<file path="src/rtl/dnsbf_pkg.sv">
package dnsbf_pkg;

  localparam int unsigned OFF_W = 11;

  // Frame offsets and field values checked on the fly.
  localparam logic [OFF_W-1:0] OFF_MAX        = 11'd2047;
  localparam logic [OFF_W-1:0] OFF_ETYPE_HI   = 11'd12;
  localparam logic [OFF_W-1:0] OFF_ETYPE_LO   = 11'd13;
  localparam logic [OFF_W-1:0] OFF_FRAG_HI    = 11'd20;
  localparam logic [OFF_W-1:0] OFF_FRAG_LO    = 11'd21;
  localparam logic [OFF_W-1:0] OFF_PROTO      = 11'd23;
  localparam logic [OFF_W-1:0] OFF_DPORT_HI   = 11'd36;
  localparam logic [OFF_W-1:0] OFF_DPORT_LO   = 11'd37;
  localparam logic [OFF_W-1:0] OFF_DNS_FLAGS  = 11'd44;
  localparam logic [OFF_W-1:0] OFF_DNS_START  = 11'd42;
  localparam logic [OFF_W-1:0] OFF_NAME_FIRST = 11'd54;
  localparam logic [OFF_W-1:0] OFF_MIN_LAST   = 11'd53;
  localparam logic [6:0]       NAME_REL_START = 7'd12;

  localparam logic [7:0] ETYPE_HI     = 8'h08;
  localparam logic [7:0] ETYPE_LO     = 8'h00;
  localparam logic [7:0] FRAG_HI_MASK = 8'h3F;
  localparam logic [7:0] PROTO_UDP    = 8'd17;
  localparam logic [7:0] QR_MASK      = 8'h80;
  localparam logic [7:0] NAME_DOT     = 8'h2E;

  localparam logic [15:0] DNS_PORT_RESET = 16'd53;

  // Result queue depth; also the bound on results in flight.
  localparam int unsigned       QDEPTH   = 4;
  localparam int unsigned       QPTR_W   = 2;
  localparam logic [QPTR_W:0]   QDEPTH_C = 3'd4;

  typedef struct packed {
    logic [31:0] name_hash;
    logic [5:0]  name_length;
    logic        checked;
  } frame_res_t;

endpackage

</file>
<file path="src/rtl/dnsbf_parser.sv">
module dnsbf_parser #(
  parameter int unsigned NAME_LIMIT = 63
) (
  input  logic                   clk_i,
  input  logic                   rst_ni,
  input  logic                   frame_valid_i,
  input  logic [7:0]             byte_i,
  input  logic                   last_i,
  input  logic [15:0]            dns_port_i,
  output logic                   res_valid_o,
  output dnsbf_pkg::frame_res_t  res_o
);
  import dnsbf_pkg::*;

  localparam int unsigned CW = $clog2(NAME_LIMIT + 1);
  localparam int unsigned LW = $clog2(2 * NAME_LIMIT + 2);

  logic [OFF_W-1:0] off_q, off_d;
  logic             hdr_ok_q, hdr_ok_d;
  logic [7:0]       port_hi_q, port_hi_d;
  logic [31:0]      hash_q, hash_d;
  logic [CW-1:0]    chars_q, chars_d;
  logic [LW-1:0]    lpos_q, lpos_d;
  logic [7:0]       left_q, left_d;
  logic             done_q, done_d;
  logic             res_valid_q, res_valid_d;
  frame_res_t       res_q, res_d;

  logic [OFF_W-1:0] rel;
  logic             app;
  logic [7:0]       app_char;
  logic             checked;

  always_comb begin
    off_d       = off_q;
    hdr_ok_d    = hdr_ok_q;
    port_hi_d   = port_hi_q;
    hash_d      = hash_q;
    chars_d     = chars_q;
    lpos_d      = lpos_q;
    left_d      = left_q;
    done_d      = done_q;
    res_valid_d = 1'b0;
    res_d       = res_q;
    app         = 1'b0;
    app_char    = byte_i;
    checked     = 1'b0;
    rel         = off_q - OFF_DNS_START;

    if (frame_valid_i) begin
      if (off_q == OFF_ETYPE_HI && byte_i != ETYPE_HI) hdr_ok_d = 1'b0;
      if (off_q == OFF_ETYPE_LO && byte_i != ETYPE_LO) hdr_ok_d = 1'b0;
      if (off_q == OFF_FRAG_HI && (byte_i & FRAG_HI_MASK) != 8'd0) hdr_ok_d = 1'b0;
      if (off_q == OFF_FRAG_LO && byte_i != 8'd0) hdr_ok_d = 1'b0;
      if (off_q == OFF_PROTO && byte_i != PROTO_UDP) hdr_ok_d = 1'b0;
      if (off_q == OFF_DPORT_HI) port_hi_d = byte_i;
      if (off_q == OFF_DPORT_LO && {port_hi_q, byte_i} != dns_port_i) hdr_ok_d = 1'b0;
      if (off_q == OFF_DNS_FLAGS && (byte_i & QR_MASK) != 8'd0) hdr_ok_d = 1'b0;

      if (hdr_ok_d && off_q >= OFF_NAME_FIRST && off_q < OFF_MAX && !done_q) begin
        if (left_q != 8'd0) begin
          // Inside a label: keep characters while the name window lasts.
          if (rel < OFF_W'(NAME_LIMIT + 1)) begin
            app    = 1'b1;
            left_d = left_q - 8'd1;
          end else begin
            done_d = 1'b1;
          end
        end else if (rel == OFF_W'(lpos_q)) begin
          if (rel >= OFF_W'(NAME_LIMIT) || byte_i == 8'd0 ||
              (10'(chars_q) + 10'(byte_i) + 10'd1) > 10'(NAME_LIMIT)) begin
            done_d = 1'b1;
          end else begin
            // Labels after the first are joined by a dot.
            if (chars_q != '0) begin
              app      = 1'b1;
              app_char = NAME_DOT;
            end
            left_d = byte_i;
            lpos_d = LW'(rel + OFF_W'(byte_i) + 11'd1);
          end
        end
      end

      if (app) begin
        hash_d  = (hash_q << 5) - hash_q + 32'(app_char);
        chars_d = chars_q + CW'(1);
      end

      if (off_q != OFF_MAX) off_d = off_q + 11'd1;

      if (last_i) begin
        checked           = hdr_ok_d && off_q >= OFF_MIN_LAST;
        res_valid_d       = 1'b1;
        res_d.checked     = checked;
        res_d.name_length = checked ? 6'(chars_d) : 6'd0;
        res_d.name_hash   = checked ? hash_d : 32'd0;
        off_d             = '0;
        hdr_ok_d          = 1'b1;
        port_hi_d         = 8'd0;
        hash_d            = 32'd0;
        chars_d           = '0;
        lpos_d            = LW'(NAME_REL_START);
        left_d            = 8'd0;
        done_d            = 1'b0;
      end
    end
  end

  always_ff @(posedge clk_i or negedge rst_ni) begin
    if (!rst_ni) begin
      off_q       <= '0;
      hdr_ok_q    <= 1'b1;
      port_hi_q   <= 8'd0;
      hash_q      <= 32'd0;
      chars_q     <= '0;
      lpos_q      <= LW'(NAME_REL_START);
      left_q      <= 8'd0;
      done_q      <= 1'b0;
      res_valid_q <= 1'b0;
    end else begin
      off_q       <= off_d;
      hdr_ok_q    <= hdr_ok_d;
      port_hi_q   <= port_hi_d;
      hash_q      <= hash_d;
      chars_q     <= chars_d;
      lpos_q      <= lpos_d;
      left_q      <= left_d;
      done_q      <= done_d;
      res_valid_q <= res_valid_d;
    end
  end

  always_ff @(posedge clk_i) begin
    res_q <= res_d;
  end

  assign res_valid_o = res_valid_q;
  assign res_o       = res_q;

endmodule

</file>
<file path="config.mk">
export PLATFORM = sky130hd
export DESIGN_NAME = dnsbf_parser
export DESIGN_NICKNAME = d
export VERILOG_FILES = /design/src/rtl/dnsbf_pkg.sv /design/src/rtl/dnsbf_parser.sv
export SDC_FILE = /design/constraint.sdc
export NUM_CORES = 1
export LEC_CHECK = 0
export BUFFER_PORTS_ARGS = -buffer_cell sky130_fd_sc_hd__buf_2
export CORE_ASPECT_RATIO = 1.2
export CORE_MARGIN = 2
export CORE_UTILIZATION = 35
export DETAILED_ROUTE_END_ITERATION = 8
export SLEW_MARGIN = 20
export SYNTH_ARGS = -nofsm -noshare
export SYNTH_HDL_FRONTEND = slang
export SYNTH_SLANG_ARGS = --single-unit
</file>
<file path="constraint.sdc">
create_clock -name clk_i -period 6.55 [get_ports clk_i]
set_clock_uncertainty 0.05 [all_clocks]
set_input_delay 0.655 -clock clk_i [delete_from_list [all_inputs] [get_ports clk_i]]
set_output_delay 0.655 -clock clk_i [all_outputs]
set_load 0.02 [all_outputs]
</file>
# [Word level (Yosys, flattened, before mapping)]
# Cells that the tools add are included.
[totals] reg_bits=114 latchBits=0 mem_bits_rw=0 rom_bits=0 input_bits=28 out_inout_bits=40 elab_cells=126 mem_count=0
[op_classes] add_sub_neg=10 n_mul=0 div=0 n_lt_le_gt_ge=6 eq_ne=18 n_shift=0 muxes=49 bitwise=0 reduce_logical=31
[ops] operator="8-bit two-way mux" n=14
[ops] operator="32-bit two-way mux" n=2
[ops] operator="7-bit two-way mux" n=5
[ops] operator="11-bit by 5-bit == test with 1-bit output, second input constant" n=3
[ops] operator="11-bit by 6-bit == test with 1-bit output, second input constant" n=3
[ops] operator="11-bit by 6-bit greater-or-equal comparator with 1-bit output, second input constant" n=3
[ops] operator="32-bit by 8-bit adder with 32-bit output" n=1
[ops] operator="32-bit subtractor" n=1
[ops] operator="1-bit two-way mux" n=24
[ops] operator="8-bit nonzero test" n=3
[ops] operator="11-bit by 4-bit == test with 1-bit output, second input constant" n=2
[ops] operator="11-bit two-way mux" n=2
[ops] operator="16-bit inequality test" n=1
[ops] operator="5-bit AND reduction" n=3
[ops] operator="6-bit two-way mux" n=2
[ops] operator="11-bit by 1-bit adder with 11-bit output, second input constant" n=1
[ops] operator="11-bit by 7-bit == test with 1-bit output" n=1
[ops] operator="1-bit logical AND" n=11
[ops] operator="11-bit < comparator, second input constant" n=1
[ops] operator="11-bit by 7-bit < comparator with 1-bit output, second input constant" n=1
[ops] operator="11-bit inequality test, second input constant" n=1
[ops] operator="11-bit by 6-bit subtractor with 11-bit output, second input constant" n=1
[ops] operator="9-bit by 1-bit adder with 10-bit output, second input constant" n=1
[ops] operator="10-bit by 6-bit greater-than comparator with 1-bit output, second input constant" n=1
[ops] operator="other kinds (17)" n=26

# [Depth between registers and ports, before layout]
[depth] word_depth=18 ltp_mapped=25 mapped_depth_nobuf=24

# [Worst setup path after synthesis]
# No wires, ideal clock.
[synth_path] path_type="in2reg" startpoint="input port byte_i[6]" endpoint="register res_q, in the netlist res_o[38] (data pin)" setup_ns=0.270 arrival_ns=5.954 t_required_ns=6.230 path_slack_ns=0.276 path_stages=23 path_buffers=1 path_cell_list="buf_2 or4_1 and4bb_1 o22a_1 o21ai_1 o41a_1 nor2_1 nand4_2 nor2_2 or2_2 ha_1 ha_1 fa_1 a21oi_1 o22ai_1 o31ai_2 o22ai_1 a211oi_1 nor3_1 o221a_2 o41ai_1 or3_1 a21oi_1"
[synth_via] elab_chain_cells=17 word_cells_on_any_way=40 cone_classes="add/sub (3); order compare (1); eq/ne (3); mux (20); reduce/logical (13)"
[synth_lines] element="start: declaration" line="dnsbf_parser.sv:7" rtl="input logic [7:0] byte_i,"
[synth_lines] element="branches (longest 17 deep; another with 32-bit by 8-bit adder with 32-bit output)"
[synth_lines] element="end signal: assignment" line="dnsbf_parser.sv:135" rtl="res_q <= res_d;"
[synth_lines] element="end: declaration" line="dnsbf_parser.sv:27" rtl="frame_res_t res_q, res_d;"
# Several ways; the timed one is not identified. The select of a mux whose other input is x is not followed.
# A chain may end at the register's enable or synchronous reset.

# [Final worst setup path]
[layout_path] startpoint="register chars_q[0]" endpoint="register res_q, in the netlist res_o[38] (data pin)"
[layout_via] elab_chain_cells=11 word_cells_on_any_way=19 cone_classes="add/sub (3); order compare (1); mux (13); reduce/logical (2)"
[layout_lines] element="start: declaration" line="dnsbf_parser.sv:22" rtl="logic [CW-1:0] chars_q, chars_d;"
[layout_lines] element="start signal: assignment" line="dnsbf_parser.sv:126" rtl="chars_q <= chars_d;"
[layout_lines] element="6-bit by 8-bit adder with 9-bit output" line="dnsbf_parser.sv:71" rtl="(10'(chars_q) + 10'(byte_i) + 10'd1) > 10'(NAME_LIMIT)) begin"
[layout_lines] element="9-bit by 1-bit adder with 10-bit output" line="dnsbf_parser.sv:71"
[layout_lines] element="10-bit by 6-bit greater-than comparator with 1-bit output" line="dnsbf_parser.sv:71"
[layout_lines] element="1-bit logical OR" line="dnsbf_parser.sv:70" rtl="if (rel >= OFF_W'(NAME_LIMIT) || byte_i == 8'd0 ||"
[layout_lines] element="8-bit two-way mux" line="dnsbf_parser.sv:70"
[layout_lines] element="8-bit two-way mux" line="dnsbf_parser.sv:69" rtl="end else if (rel == OFF_W'(lpos_q)) begin"
[layout_lines] element="8-bit two-way mux" line="dnsbf_parser.sv:61" rtl="if (left_q != 8'd0) begin"
[layout_lines] element="8-bit two-way mux" line="dnsbf_parser.sv:60" rtl="if (hdr_ok_d && off_q >= OFF_NAME_FIRST && off_q < OFF_MAX && !done_q) begin"
[layout_lines] element="8-bit two-way mux" line="dnsbf_parser.sv:50" rtl="if (frame_valid_i) begin"
[layout_lines] element="32-bit by 8-bit adder with 32-bit output" line="dnsbf_parser.sv:86" rtl="hash_d = (hash_q << 5) - hash_q + 32'(app_char);"
[layout_lines] element="32-bit two-way mux *" line="dnsbf_parser.sv:85" rtl="if (app) begin"
# Mark *: on every way between the ends. The rest lies on a longest branch, timed or not. The select of a mux whose other input is x is not followed.

==> flow_results.org <==
** Synthesis
- Counting flops and latches in the post-synthesis netlist gives 114.
- Count of warnings emitted by yosys :: 0
- Avg Synthesized Cell Area :: 9.550 um2
- After technology mapping, the gate count stands at roughly 880.
- Mapped Nets :: 990
- Cells taking the most area after synthesis :: sky130_fd_sc_hd__dfrtp_1 22%, sky130_fd_sc_hd__edfxtp_1 14%, sky130_fd_sc_hd__ha_1 12%, sky130_fd_sc_hd__a22o_1 4.4%, sky130_fd_sc_hd__mux2i_1 4.1%
- For this run, the register share of the synthesized area comes to 0.3648.
- Post-synth top area cell :: sky130_fd_sc_hd__dfrtp_1
- Synthesis instantiated 72 different standard cells from the library.
- Most instantiated flip-flop cell in the synthesis netlist :: sky130_fd_sc_hd__dfrtp_1
- Area share of the leading cell type in the synthesized netlist :: 0.2154
- Synth Cell Area :: approximately 0.0084 mm2
- Post-synth EDFFs :: 39
- In the synthesized netlist the async set-or-reset flop fraction comes to 0.6579.
- The commonest cells after synthesis are 89 x sky130_fd_sc_hd__nor2_1, 80 x sky130_fd_sc_hd__ha_1, 72 x sky130_fd_sc_hd__dfrtp_1, 72 x sky130_fd_sc_hd__inv_1.
- Most repeated cell in the gate-level netlist after synthesis :: sky130_fd_sc_hd__nor2_1

** Global route
- The number of global-route vias before repair came to 6922.
- Entering global routing, the biggest net connects 73 pins.
- The first global-routing pass estimated roughly 36 mm of wire.
- Initial antenna violation count :: 0
- Across every metal layer, demand over resource in global routing totals 0.1800.
- GR Overflow Total :: 0

** Timing
- Of the available clock period, the critical path in the final layout requires 0.9354.
- Max Transition Viols Final :: 0
- The count of final hold-check violations was 0.
- Setup repair after global routing left no endpoint under its margin.
- Relative slew slack :: 0.3139
- Least setup slack across all paths after layout :: 0.4230 ns
- In the final timing run, aggregate negative setup slack is 0 ns.
- Slew of the pin with the lowest slew margin :: 1.026 ns
- Static timing analysis puts the maximum clock frequency at 163.2 MHz.
- Minimum clock period after layout :: 6.127 ns
- Setup violations remaining at the end of the flow were counted as 0.

** Detailed routing
- After detailed routing, the number of remaining DRC violations is 0.
- Number of nets with antenna violations after detailed routing :: 0
- Dividing the detail-routed wire length by the instance count gives between 15 and 20 um.
- For this block, the initial DRC count from the detailed router was 432.
- Number of detailed-route iterations in the first pass :: 5
- Summed over all layers, the routed wires come to 22.32 mm.
- Using the TritonRoute via totals, the vias-per-cell ratio works out to 5.388.
- Detailed routing inserted a total of 6875 vias.

** Clock tree
- TritonCTS built the clock tree.
- At the later pin of the worst-skew pair, clock insertion delay measures 0.43 ns.
- Max Buffers Root-to-Sink :: 2
- CTS built an H-tree with a depth of 4.
- TritonCTS sink count :: 114
- After clock tree synthesis, the clock-pin slew on the worst setup and hold paths is 0.06 ns.
- Clock root buffer :: sky130_fd_sc_hd__clkbuf_16
- In this run, CTS created clock tree buffers numbering 17.

** Critical path
- In this run the critical register-to-register path is launched from chars_q[0].
- Capturing point of the worst reg2reg path :: res_o[38]
- Required time of the critical path :: 6.77 ns
- Reg-to-reg setup timing slack :: 0.42 ns
- Following the worst setup path forward leads to its endpoint at res_o[38].
- By startpoint and endpoint, the worst setup path is classified as reg -> reg.
- Worst endpoint data arrival time :: approximately 6.4 ns
- Timing startpoint of the critical path :: chars_q[0]
- Worst-path fanout max :: 6
- Startpoint types :: flop
- STA classifies the critical path endpoint as a flop.
- Counting cells, the worst reg-to-reg path comes to 25.

** Layout
- In the final layout, the multi-input gates occupy around 0.0049 mm2.
- The repair_antennas step left the layout with diodes totalling 0.
- Nets :: 1062
- In the final layout, the share of cells above drive strength 1 is 0.1509.
- Layout overhead on the synthesized area :: 16.32%
- Filler instances :: 2322
- Area taken by flip-flops and latches :: 0.003054 mm2

** Die
- I/O pin total :: 68
- Overall die area :: 0.02516 mm2
- Measured along the y axis, the die boundary spans 173.4 um.
- Standard cell core area :: around 0.023 mm2
- Standard-cell row count :: 61
- Die width :: 145.1 um
- Initial Util :: 0.3582

** Power
- Maximum resistive drop on vdd :: 0.1020 mV
- Net switching share of the total power :: 0.2969
- Of the total power, combinational logic draws 0.214.
- Power Internal :: 0.001536 W
- Of the total power, the clock network draws 0.428.
- Sequential share of power :: 0.357
- Static power due to leakage :: 4.103 nW
- Power spent charging and discharging nets :: 0.0006486 W
- For this design the ratio of total power to cell area is 224.5 mW/mm2.
- Total chip power :: 0.002185 W

** Placement
- Port buffering added 67 buffers.
- Routability-driven placement finished with a final weighted congestion of 0.8615.
- The wire-length estimate of the detail-placed layout is 15.96 mm.
- Before CTS, the worst setup slack after placement is -0.1180 ns.

** Run
- Count of max-cap constraint violations :: 0

** Outcome
- The run finished with clean final reports.

** Min path
- The path class of the tightest hold or removal check is reg -> reg.
## power by group through the flow
stage	Sequential, W	Clock, W	Combinational (W)
finish	0.000780	0.000936	0.000468
global route	0.000784	0.000979	0.000524
CTS	0.000780	0.000950	0.000466
detailed placement	0.000793	0	0.000461
global placement	0.000793	0	0.000463
floorplan	0.000806	0	0.000317
## final cells by class
class                           count  area share
Sequential cell                   114      0.3139
Clock inverter                     12     0.01440
Timing Repair Buffer               87     0.05079
Inverter                           72     0.02777
Clock buffer                       20     0.04488
Multi-Input combinational cell    656      0.5078
Tap cell                          315     0.04050
## stage by stage
step / instances / hold slack, ns / instance area, um2 / util
floorplan: 876 / 0.3094 / 8366 / -
finish: 1276 / 0.4394 / 9731 / 0.4166
global route: 1276 / 0.4608 / 9731 / 0.4166
detailed placement: 1243 / 0.4120 / 9109 / 0.3900
global placement: 1243 / 0.4113 / 9109 / 0.3900
CTS: 1276 / 0.4399 / 9696 / 0.4151
## placed cells by master (no fill, tap or decap), types with 6 or more instances in the layout
cell / n
sky130_fd_sc_hd__or3_1: 10
sky130_fd_sc_hd__or2_2: 7
sky130_fd_sc_hd__o31ai_1: 9
sky130_fd_sc_hd__fa_1: 6
sky130_fd_sc_hd__a21o_1: 15
sky130_fd_sc_hd__nor2b_1: 7
sky130_fd_sc_hd__nand2_1: 44
sky130_fd_sc_hd__nand3_1: 11
sky130_fd_sc_hd__o21bai_1: 8
sky130_fd_sc_hd__buf_4: 19
sky130_fd_sc_hd__xor2_1: 34
sky130_fd_sc_hd__ha_1: 79
sky130_fd_sc_hd__o211ai_1: 12
sky130_fd_sc_hd__a22o_1: 42
sky130_fd_sc_hd__inv_1: 70
sky130_fd_sc_hd__nor2_1: 89
sky130_fd_sc_hd__nor3_1: 15
sky130_fd_sc_hd__nor4_1: 8
sky130_fd_sc_hd__mux2i_1: 34
sky130_fd_sc_hd__o21ai_0: 34
sky130_fd_sc_hd__dfrtp_1: 70
sky130_fd_sc_hd__o22ai_1: 7
sky130_fd_sc_hd__a21oi_1: 44
sky130_fd_sc_hd__clkbuf_16: 17
sky130_fd_sc_hd__and3_1: 9
sky130_fd_sc_hd__edfxtp_1: 39
sky130_fd_sc_hd__a211oi_1: 8
sky130_fd_sc_hd__buf_2: 66
sky130_fd_sc_hd__nand4_1: 8
sky130_fd_sc_hd__o21a_1: 6
sky130_fd_sc_hd__xnor2_1: 31
## layer usage
layer / vias up / global-route usage / routed length (um)
met2: 129 / 0.3315 / 11470
li1: 3323 / - / -
met4: 0 / 0.06822 / 609
met5: - / 0 / 0
met3: 40 / 0.03158 / 722
met1: 3383 / 0.2076 / 9520
## kinds of logic after synthesis
kind of cell | Yosys count | synth area share
simple gates | 243 | 0.1445
compound gates | 224 | 0.1893
flops | 114 | 0.3648
buf+inv | 106 | 0.05055
fa+ha+maj | 86 | 0.1340
xor+xnor | 67 | 0.07344
mux | 36 | 0.04337
## how the worst min path moves through the flow
| stage | startpoint | to | slack, ns | depth (start not counted) |
|---|---|---|---|---|
| floorplan | rst_ni | chars_q[0] | 0.31 | 0 |
| global placement | rst_ni | res_valid_o | 0.41 | 1 |
| detailed placement | rst_ni | res_valid_o | 0.41 | 1 |
| CTS | left_q[6] | left_q[6] | 0.44 | 1 |
| global route | left_q[6] | left_q[6] | 0.46 | 1 |
| finish | left_q[6] | left_q[6] | 0.44 | 1 |
## registers in the layout, summed over array words and instances, names as in the netlist
| signal | count |
|---|---|
| chars_q | 6 |
| left_q | 8 |
| done_q | 1 |
| port_hi_q | 8 |
| off_q | 11 |
| res_valid_o | 1 |
| hash_q | 32 |
| lpos_q | 7 |
| hdr_ok_q | 1 |
| res_o | 39 |
## worst max-delay path, stage by stage, from the launching register on
cell	delay, ns
sky130_fd_sc_hd__dfrtp_1	0.42
sky130_fd_sc_hd__inv_1	0.19
sky130_fd_sc_hd__ha_1	0.18
sky130_fd_sc_hd__inv_1	0.06
sky130_fd_sc_hd__fa_1	0.35
sky130_fd_sc_hd__a21oi_1	0.18
sky130_fd_sc_hd__o21ai_0	0.11
sky130_fd_sc_hd__a21o_1	0.20
sky130_fd_sc_hd__a211oi_2	0.28
sky130_fd_sc_hd__nand4_2	0.21
sky130_fd_sc_hd__nor2_2	0.18
sky130_fd_sc_hd__or2_2	0.14
sky130_fd_sc_hd__ha_1	0.23
sky130_fd_sc_hd__ha_1	0.23
sky130_fd_sc_hd__fa_1	0.41
sky130_fd_sc_hd__a21oi_1	0.21
sky130_fd_sc_hd__o22ai_1	0.16
sky130_fd_sc_hd__o31ai_2	0.34
sky130_fd_sc_hd__o22ai_2	0.19
sky130_fd_sc_hd__a211oi_1	0.27
sky130_fd_sc_hd__buf_4	0.16
sky130_fd_sc_hd__nor3_1	0.07
sky130_fd_sc_hd__o221a_2	0.33
sky130_fd_sc_hd__o31a_1	0.31
sky130_fd_sc_hd__or3_1	0.35
sky130_fd_sc_hd__a21oi_1	0.15
## repair_timing
| action | CTS | global route |
|---|---|---|
| hold endpoints to repair | 3 | 0 |
| gates resized for setup | 0 | 9 |
| hold buffers | 1 | 0 |
| buffers inserted | 0 | 0 |
| setup endpoints to repair | 0 | 4 |
Note: power is estimated with default switching activity, not from simulation.
